**src/sv/psal_fifo.sv**
```systemverilog
// ----------------------------------------------------------------------------
// psal_fifo
// Short register queue between the front and back pipelines, with
// independent push and pop handshakes.
// ----------------------------------------------------------------------------
`default_nettype none

module psal_fifo #(
    parameter int WIDTH = 8,
    parameter int DEPTH = 4
) (
    input  wire logic             clk,
    input  wire logic             rst_n,
    input  wire logic             push_valid,
    output logic                  push_ready,
    input  wire logic [WIDTH-1:0] push_data,
    output logic                  pop_valid,
    input  wire logic             pop_ready,
    output logic      [WIDTH-1:0] pop_data
);

    localparam int PTR_W = (DEPTH > 1) ? $clog2(DEPTH) : 1;
    localparam int CNT_W = $clog2(DEPTH + 1);

    logic [WIDTH-1:0] mem_reg [DEPTH];
    logic [PTR_W-1:0] wr_ptr_reg, wr_ptr_next;
    logic [PTR_W-1:0] rd_ptr_reg, rd_ptr_next;
    logic [CNT_W-1:0] count_reg, count_next;
    logic             do_push, do_pop;

    assign push_ready = (count_reg != CNT_W'(DEPTH));
    assign pop_valid  = (count_reg != '0);
    assign pop_data   = mem_reg[rd_ptr_reg];
    assign do_push    = push_valid && push_ready;
    assign do_pop     = pop_valid && pop_ready;

    // pointer and count update
    always_comb
    begin
        wr_ptr_next = wr_ptr_reg;
        rd_ptr_next = rd_ptr_reg;
        count_next  = count_reg;
        if (do_push)
            wr_ptr_next = (wr_ptr_reg == PTR_W'(DEPTH - 1)) ? '0 : wr_ptr_reg + 1'b1;
        if (do_pop)
            rd_ptr_next = (rd_ptr_reg == PTR_W'(DEPTH - 1)) ? '0 : rd_ptr_reg + 1'b1;
        if (do_push && !do_pop)
            count_next = count_reg + 1'b1;
        else if (do_pop && !do_push)
            count_next = count_reg - 1'b1;
    end

    always_ff @(posedge clk or negedge rst_n)
    begin
        if (!rst_n)
        begin
            wr_ptr_reg <= '0;
            rd_ptr_reg <= '0;
            count_reg  <= '0;
        end
        else
        begin
            wr_ptr_reg <= wr_ptr_next;
            rd_ptr_reg <= rd_ptr_next;
            count_reg  <= count_next;
        end
    end

    // storage write
    always_ff @(posedge clk)
    begin
        if (do_push)
            mem_reg[wr_ptr_reg] <= push_data;
    end

endmodule

`default_nettype wire

```
**config.mk**
```make
export PLATFORM = sky130hd
export DESIGN_NAME = psal_fifo
export DESIGN_NICKNAME = d
export VERILOG_FILES = /design/src/sv/psal_fifo.sv
export SDC_FILE = /design/constraint.sdc
export NUM_CORES = 1
export LEC_CHECK = 0
export BUFFER_PORTS_ARGS = -buffer_cell sky130_fd_sc_hd__buf_4
export CORE_MARGIN = 2
export CORE_UTILIZATION = 55
export CTS_BUF_LIST = sky130_fd_sc_hd__clkbuf_4 sky130_fd_sc_hd__clkbuf_8 sky130_fd_sc_hd__clkbuf_16
export DETAILED_ROUTE_END_ITERATION = 6
export PLACE_DENSITY = 0.77
export SLEW_MARGIN = 25
export SYNTH_ARGS = -nofsm -noshare
export SYNTH_HDL_FRONTEND = slang
export SYNTH_SLANG_ARGS = --single-unit
```
**constraint.sdc**
```tcl
create_clock -name clk -period 2.6 [get_ports clk]
set_input_delay 0.52 -clock clk [delete_from_list [all_inputs] [get_ports clk]]
set_output_delay 0.52 -clock clk [all_outputs]
set_load 0.02 [all_outputs]
```
# ---- After elaboration in Yosys (flattened, before gate mapping)
# Memory sizes are Yosys's and may differ from the RTL's.
# Cells that the tools add are included.
dict set report word_totals {
  ff_bits 7
  mem_bits_rw 32
  inputBits 12
  out_inout_bits 10
  wordCells 25
  memories 1
}
dict set report classes {
  addsub 4
  n_eq_ne 3
  muxes 6
  n_reduce_logical 8
}
# name words width rd rd_clocked_by_memory_dff wr line
set memory_table {}
lappend memory_table {mem_reg 4 8 1 0 1 25} ;# logic [WIDTH-1:0] mem_reg [DEPTH];
# op count
set op_table {}
lappend op_table {{3-bit 2-to-1 mux} 2}
lappend op_table {{2-bit by 1-bit adder with 2-bit output, second input constant} 2}
lappend op_table {{2-bit == test, second input constant} 2}
lappend op_table {{1-bit logical AND} 4}
lappend op_table {{2-bit 2-to-1 mux} 2}
lappend op_table {{3-bit by 1-bit adder with 3-bit output, second input constant} 1}
lappend op_table {{3-bit inequality test, second input constant} 1}
lappend op_table {{3-bit nonzero test} 1}
lappend op_table {{3-bit by 1-bit subtractor with 3-bit output, second input constant} 1}
lappend op_table {{1-bit zero test} 2}
lappend op_table {{1-bit 2-to-1 mux} 2}
lappend op_table {{2-bit nonzero test} 1}

# ---- Longest topological paths before layout
# Gate-level depths: netlist of run 1.
dict set report logic_depth {
  word_depth 6
  depth_mapped 8
  depth_no_buf 8
}

# ---- Worst setup path before layout of run 1
# No wires, ideal clock.
dict set report synth_path {
  path_type {register -> register}
  start {reg count_reg[0]}
  end {reg count_reg[2]}
  t_arrival_ps 2068
  t_required_ps 2521
  slack_ps 453
  path_stages_with_launch 9
  n_path_buf 0
  synth_period_minus_slack_ps 2147
  cell_sequence {dfrtp_1 > or3_2 > nand2_1 > ha_1 > inv_1 > fa_1 > xor2_1 > nor2_1 > xor2_1}
}
dict set report synth_via {
  elab_chain_len 5
  word_cells_on_any_way 13
  cone_classes {add/sub (2); eq/ne (1); mux (2); reduce/logical (8)}
}
# element line
set synth_rtl {}
lappend synth_rtl {{start: declaration} 28} ;# logic [CNT_W-1:0] count_reg, count_next;
lappend synth_rtl {{start signal: assignment} 65} ;# count_reg <= count_next;
lappend synth_rtl {{3-bit nonzero test (*)} 32} ;# assign pop_valid = (count_reg != '0);
lappend synth_rtl {{net pop_valid} 17} ;# output logic pop_valid,
lappend synth_rtl {{1-bit logical AND (*)} 35} ;# assign do_pop = pop_valid && pop_ready;
lappend synth_rtl {{1-bit zero test} 47} ;# if (do_push && !do_pop)
lappend synth_rtl {{1-bit logical AND} 47}
lappend synth_rtl {{3-bit 2-to-1 mux or 2-bit nonzero test (tied branches)} -}
# The timed path passes the listed nets; every way through them passes the cells marked *. The select of a mux whose other input is x is not followed.
# A chain may end at the register's enable or synchronous reset.

# ---- Worst setup path in the final report of run 1
dict set report layout_path {
  start {reg rd_ptr_reg[0]}
  end {out pop_data[7]}
}
dict set report layout_via {
  elab_chain_len 1
}
# element line
set layout_rtl {}
lappend layout_rtl {{start: declaration} 27} ;# logic [PTR_W-1:0] rd_ptr_reg, rd_ptr_next;
lappend layout_rtl {{start signal: assignment} 64} ;# rd_ptr_reg <= rd_ptr_next;
lappend layout_rtl {{memory 4 x 8 bit} -}
lappend layout_rtl {{end: declaration} 19} ;# output logic [WIDTH-1:0] pop_data
# No other way between the ends.

==> results of run 1 <==
==> how the worst max path moves through the flow <==
stage	start	slack [ps]	end
2_1_floorplan	count_reg[0]	450	count_reg[2]
4_1_cts	rd_ptr_reg[0]	170	pop_data[7]
6_report	rd_ptr_reg[0]	240	pop_data[7]
3_5_place_dp	count_reg[0]	430	count_reg[2]
3_3_place_gp	count_reg[0]	460	count_reg[2]
5_1_grt	rd_ptr_reg[0]	90	pop_data[7]
==> kinds of logic after synthesis <==
group	share of synthesized area
XOR/XNOR	0.0165
adder cells (fa/ha/maj)	0.0597
buffers and inverters	0.0126
flip-flops	0.713
multiplexers	0.153
AND/OR/NAND/NOR	0.0455
==> power by group through the flow <==
stage / sequential (mW) / clock, mW / combinational, mW
finish: 0.990 / 0.386 / 0.772
detailed placement: 1.01 / 0 / 0.782
floorplan: 0.914 / 0 / 0.604
global placement: 0.993 / 0 / 0.762
CTS: 0.997 / 0.397 / 0.785
global route: 1.02 / 0.424 / 0.835
==> worst reg2reg max path: stages, from the launching register on <==
cell and delay (ps):
dfrtp_1 430, or3_2 490, nand2_1 140, ha_1 200, inv_1 60, fa_1 370
xor2_1 150, nor2_1 110, xor2_1 170
==> per-layer routing <==
layer,global-route usage,part of all wire
met1,0.232,0.46
met2,0.245,0.48
met3,0.0625,0.037
met4,0.0797,0.021
met5,0,0
==> area by class of cell <==
class                   instances  area share
well taps                      31      0.0208
inverters                       3     0.00603
clock buffers                   5      0.0201
flip-flops and latches         39       0.608
repair buffers                 22      0.0898
clock inverters                 3      0.0208
multi-input cells              34       0.234
==> repair_timing <==
| item | 4_1_cts | 5_1_grt |
|---|---|---|
| setup buffers | 0 | 0 |
| hold buffers | 1 | 0 |
| endpoints found under the hold margin | 7 | 0 |
==> cells in the final DEF, fill, tap and decap left out <==
cell / n
and2_4: 1
and3_2: 4
buf_4: 21
bufinv_16: 1
clkbuf_4: 5
clkinv_1: 1
clkinv_2: 1
dfrtp_1: 7
dlygate4sd3_1: 1
edfxtp_1: 32
fa_1: 1
ha_1: 6
inv_1: 3
mux2_2: 3
mux2_4: 2
mux4_2: 8
nand2_1: 1
nor2_1: 3
or3_2: 1
or3b_4: 1
xnor2_1: 1
xor2_1: 2
==> per-stage QoR <==
stage / instance area, sq um / instances / hold WS (ps)
3_3_place_gp: 1780 / 128 / 336
5_1_grt: 1870 / 137 / 345
4_1_cts: 1870 / 137 / 358
6_report: 1870 / 137 / 371
3_5_place_dp: 1780 / 128 / 338
2_1_floorplan: 1590 / 78 / 224
==> summary.txt, run 1 <==
====================================================================================================
Clock tree from TritonCTS                                                                      built
Delay of the slowest cell on the worst path                                                   740 ps
Class of the tightest hold or removal check                                                   in2reg
Final total negative setup slack                                                                0 ps
Die Outline Area                                                                          3340 sq um
Total of flip-flops plus latches after synthesis                                                  39
Number of CTS-inserted buffers                                                                     5
Largest buffer count on any clock path                                                             2
Reg-to-reg critical path endpoint                                                       count_reg[2]
Unrepaired setup endpoints after global routing                                                   no
R2R Path Start                                                                          count_reg[2]
Cell with the biggest individual delay on the critical path                                  dfrtp_1
Worst-margin pin slew                                                                         609 ps
Switch Pwr                                                                                  0.685 mW
Max-slew violation count                                                                           0
CTS H-Tree Depth                                                                                   2
Clock-pin slew reported for the worst setup and hold paths after clock tree synthesis         110 ps
Share of the synthesized area in the top cell type                                             0.603
Ranking of synthesized cells by area                                                    edfxtp_1, mux4_2, dfrtp_1
Slew margin rel.                                                                               0.594
Top achievable clock speed                                                                   423 MHz
Post-route clock skew                                                                        5.49 ps
Internal power component                                                                     1.46 mW
Worst Path Class, Setup                                                                      reg2out
Clock network power share                                                                      0.180
Layout filler cell count                                                                         188
Setup slack of the critical path after layout                                                 235 ps
Most frequent cells after synthesis                                                     edfxtp_1, mux4_2, dfrtp_1, ha_1, and3_2
Number of nets with antenna violations after detailed routing                                      0
Crit share post-route                                                                          0.910
Buffer cell driving the clock tree root                                                     clkbuf_4
Cells resized by post-CTS repair                                                                   0
Vias in the first global route                                                                   787
Required time at the worst-slack endpoint                                                    2080 ps
Chain of cells forming the critical path                                                mux4_2 > buf_4
Number of warnings issued by yosys                                                                 0
Setup slack after placement                                                                   430 ps
Flip-flop cell with the highest count after synthesis                                       edfxtp_1
Largest voltage drop on the vdd net                                                         0.855 mV
Post-synthesis cell count                                                                         78
Pin count of the biggest net entering global routing                                              13
Die Span X                                                                                   57.8 um
# DRC                                                                                              0
IO Pins                                                                                           22
Switching Fraction                                                                             0.319
Cell count along the critical path                                                                 2
Portion of the post-synthesis area used by sequential elements                                 0.713
Average via count per standard cell                                                             5.67
Instance count along the most critical hold path                                                   1
Clock latency reported for the late side of the worst-skew pair                               340 ps
Footprint of the flip-flops and latches                                                   1140 sq um
Worst R2R Path Depth                                                                               8
Number of iterations in the first detailed-routing pass                                            4
Pleak                                                                                       0.719 nW
Power, Total                                                                                 2.15 mW
Global route total overflow                                                                        0
Post-Syn Area                                                                             1590 sq um
Wire length of the first global-routing pass                                                 3880 um
Post-synth EDFFs                                                                                  32
Fraction of layout instances using a drive strength above 1                                    0.453
Wire length per cell                                                                         17.4 um
Synth Net Count                                                                                   97
Hold Path Sink                                                                          mem_reg[0][1]
Power density over the cells                                                            1150 nW/um^2
Post-layout net count                                                                            124
Asr flop ratio synth                                                                           0.179
Crit path buf inv count                                                                            1
Initial Util                                                                                   0.578
Crit path DAT                                                                                1840 ps
Slack of the worst reg-to-reg path                                                            400 ps
Worst path top cell family by delay                                                       flip-flops
Total global-route track usage                                                                 0.170
Port buffer count                                                                                 21
Result of the run                                                                          completed
Initial antenna violation count                                                                    0
Die Y                                                                                        57.8 um
Footprint of the multi-input gates                                                         438 sq um
# Max-Cap Violations                                                                               0
Hold wc startpoint                                                                      push_data[1]
Fraction of power consumed by combinational cells                                              0.359
Final Routed Wirelength                                                                      2390 um
Crit path max fanout                                                                              11
Weighted congestion at the end of routability-driven global placement                          0.761
Final setup vio count                                                                              0
Cell with the most instances after synthesis                                                edfxtp_1
Placement Rows                                                                                    19
Post-synthesis cell type count                                                                    18
Core Area                                                                                 2760 sq um
Largest area contributor in the synthesized netlist                                         edfxtp_1
Clock Sink Count                                                                                  39
Final Critical Period                                                                        2360 ps
Hold Vio Cnt, Final                                                                                0
Number of antenna repair diodes                                                                    0
Area Growth Syn to Fin                                                                         17.2%
Initial DRC Count                                                                                 32
Mean instance size in the synthesized netlist                                             20.4 sq um
Type of element launching the critical path                                                flip-flop
DP Wirelength                                                                                1600 um
Critical Path Sink Type                                                                 primary output
Power share of the sequential group                                                            0.461
Final core utilization                                                                         0.677
Count of vias placed by the detailed router                                                      777
Flip-flop count of the largest register after layout                                              32
====================================================================================================
(Power assumes the default switching activity.)
==> run 2, diff against run 1 <==
ABC_AREA = 1   (was unset)
PLACE_DENSITY = 0.76   (was 0.77)
==> summary.txt, run 2 <==
====================================================================================================
Result of the run                                                                          completed
Global route total overflow                                                                        0
Most frequent cells in the layout                                                       nand2_1, edfxtp_1, inv_1
Fraction of power consumed by combinational cells                                              0.436
Switch Pwr                                                                                  0.837 mW
Hold Path Sink                                                                          mem_reg[2][6]
Reg-to-reg critical path endpoint                                                       count_reg[1]
Critical Path Sink Type                                                                 primary output
Required time at the worst-slack endpoint                                                    2080 ps
Weighted congestion at the end of routability-driven global placement                          0.755
Die Outline Area                                                                          3660 sq um
Complex-gate fraction of the synthesized area                                                 0.0713
Dominant combinational cell family by area after synthesis                              simple AND/OR/NAND/NOR gates
IO Pins                                                                                           22
Share of the synthesized area in the top cell type                                             0.548
Clock latency reported for the late side of the worst-skew pair                               330 ps
Initial Util                                                                                   0.575
Worst-margin pin slew                                                                         790 ps
Final setup vio count                                                                              0
Count of vias placed by the detailed router                                                     1079
Total of flip-flops plus latches after synthesis                                                  39
Area Growth Syn to Fin                                                                         13.3%
Worst path top cell family by delay                                                       flip-flops
Type of element launching the critical path                                                flip-flop
Max-slew violation count                                                                           0
Synth Area in Simple Gates                                                                     0.126
Crit share post-route                                                                          0.788
Most frequent cells after synthesis                                                     nand2_1, edfxtp_1, inv_1, o211ai_1, dfrtp_1
Switching Fraction                                                                             0.389
Largest area contributor in the synthesized netlist                                         edfxtp_1
Final total negative setup slack                                                                0 ps
Flip-flop cell with the highest count after synthesis                                       edfxtp_1
# DRC                                                                                              0
Clock network power share                                                                      0.131
Number of warnings issued by yosys                                                                 0
Post-layout net count                                                                            197
Most common cell after layout, fill and taps aside                                           nand2_1
Port buffer count                                                                                 21
Power, Total                                                                                 2.15 mW
Die Span X                                                                                   60.5 um
Layout filler cell count                                                                         262
Slack of the worst reg-to-reg path                                                            760 ps
Ranking of synthesized cells by area                                                    edfxtp_1, dfrtp_1, nand2_1
Final Routed Wirelength                                                                      2750 um
Top achievable clock speed                                                                   488 MHz
Chain of cells forming the critical path                                                inv_1 > o211ai_1 > nand2_1 > buf_4
Number of antenna repair diodes                                                                    0
Flip-flop count of the largest register after layout                                              32
DP Wirelength                                                                                1990 um
Fraction of the mapped netlist area in adder cells                                            0.0542
Clock-pin slew reported for the worst setup and hold paths after clock tree synthesis         100 ps
Share of cell area taken by muxes after synthesis                                                  0
Post-route clock skew                                                                        9.09 ps
Post-synth EDFFs                                                                                  32
Crit path DAT                                                                                1530 ps
# Max-Cap Violations                                                                               0
Wire length per cell                                                                         12.3 um
Average via count per standard cell                                                             4.84
Post-synthesis cell type count                                                                    16
Fraction of layout instances using a drive strength above 1                                    0.184
Worst R2R Path Depth                                                                               9
Power density over the cells                                                            1080 nW/um^2
Post-Syn Area                                                                             1750 sq um
Parity-gate share of the synthesized area counting xor and xnor cells                        0.00499
Core Area                                                                                 3050 sq um
Pin count of the biggest net entering global routing                                              36
Total global-route track usage                                                                 0.171
Asr flop ratio synth                                                                           0.179
Largest voltage drop on the vdd net                                                         0.590 mV
Largest buffer count on any clock path                                                             2
Unrepaired setup endpoints after global routing                                                   no
Initial antenna violation count                                                                    0
Post-synthesis cell count                                                                        152
Number of CTS-inserted buffers                                                                     5
Crit path buf inv count                                                                            2
Internal power component                                                                     1.31 mW
Number of iterations in the first detailed-routing pass                                            4
Mean instance size in the synthesized netlist                                             11.5 sq um
Die Y                                                                                        60.5 um
CTS H-Tree Depth                                                                                   2
Pleak                                                                                       0.871 nW
R2R Path Start                                                                          count_reg[1]
Crit path max fanout                                                                              11
Class of the tightest hold or removal check                                                   in2reg
Vias in the first global route                                                                  1034
Instance count along the most critical hold path                                                   1
Cells resized by post-CTS repair                                                                   0
Synth Net Count                                                                                  171
Power share of the sequential group                                                            0.433
Placement Rows                                                                                    20
Delay of the slowest cell on the worst path                                                   570 ps
Number of nets with antenna violations after detailed routing                                      0
Hold wc startpoint                                                                      push_data[6]
Hold Vio Cnt, Final                                                                                0
Portion of the post-synthesis area used by sequential elements                                 0.648
Final Critical Period                                                                        2050 ps
Initial DRC Count                                                                                 44
Cell with the biggest individual delay on the critical path                                  dfrtp_1
Clock Sink Count                                                                                  39
Clock tree from TritonCTS                                                                      built
Worst Path Class, Setup                                                                      reg2out
Buffer cell driving the clock tree root                                                     clkbuf_4
Cell with the most instances after synthesis                                                 nand2_1
Slew margin rel.                                                                               0.471
Wire length of the first global-routing pass                                                 4400 um
====================================================================================================
-- run 2: power groups by stage --
stage / registers (mW) / clock network, mW / logic [mW]
3_3_place_gp: 0.938 / 0 / 0.906
6_report: 0.931 / 0.281 / 0.937
4_1_cts: 0.933 / 0.295 / 0.951
5_1_grt: 0.949 / 0.316 / 1.06
3_5_place_dp: 0.947 / 0 / 0.950
2_1_floorplan: 0.912 / 0 / 0.720
-- run 2: worst max-delay path by stage --
stage / slack [ps] / depth (start not counted) / start / end
6_report: 550 / 4 / rd_ptr_reg[1] / pop_data[6]
5_1_grt: 390 / 4 / rd_ptr_reg[1] / pop_data[7]
4_1_cts: 500 / 4 / rd_ptr_reg[1] / pop_data[6]
3_5_place_dp: 780 / 9 / count_reg[1] / count_reg[1]
3_3_place_gp: 860 / 8 / push_valid / count_reg[1]
2_1_floorplan: 770 / 10 / count_reg[1] / count_reg[2]
-- run 2: timing repair --
item | 4_1_cts | 5_1_grt
hold endpoints to repair | 7 | 0
hold buffers | 1 | 0
setup buffers | 0 | 0
-- run 2: final cells by class --
| cell class | instances | area, sq um | area share |
|---|---|---|---|
| clock buffers | 6 | 45.0 | 0.0227 |
| clock inverters | 2 | 7.51 | 0.00378 |
| inverters | 30 | 113 | 0.0566 |
| multi-input cells | 78 | 449 | 0.226 |
| flip-flops and latches | 39 | 1140 | 0.571 |
| well taps | 44 | 55.1 | 0.0277 |
| repair buffers | 24 | 183 | 0.0919 |
-- run 2: logic make-up after synthesis --
| kind of cell | count (synthesis) |
|---|---|
| DFF | 39 |
| AOI/OAI and AO/OA | 17 |
| and+or+nand+nor | 53 |
| buffers and inverters | 35 |
| adders and majority gates | 7 |
| xor gates and xnor gates | 1 |
-- run 2: stage by stage --
step | hold slack, ps | area [sq um] | cells | worst slack (ps) | util
final | 384 | 1990 | 223 | 551 | 0.651
after global routing | 362 | 1990 | 223 | 388 | 0.651
after detailed placement | 341 | 1930 | 214 | 779 | 0.631
after global placement | 336 | 1930 | 214 | 862 | 0.631
after CTS | 369 | 1990 | 223 | 503 | 0.651
after floorplan | 224 | 1750 | 152 | 773 | -
-- run 2: routing by layer --
metal  GRT usage  vias up  share of wire
li1            -      557              -
met1       0.203      502           0.43
met2       0.293       18           0.52
met3      0.0576        2          0.037
met4      0.0559        0         0.0062
met5           0        -              0
-- run 2: worst reg2reg max path, stage by stage (launching register included) --
cell	delay [ps]
dfrtp_1	420
inv_1	110
nand3_2	130
nand2_2	140
inv_1	60
ha_1	200
inv_1	90
fa_1	420
nand2_1	80
o21ai_0	80
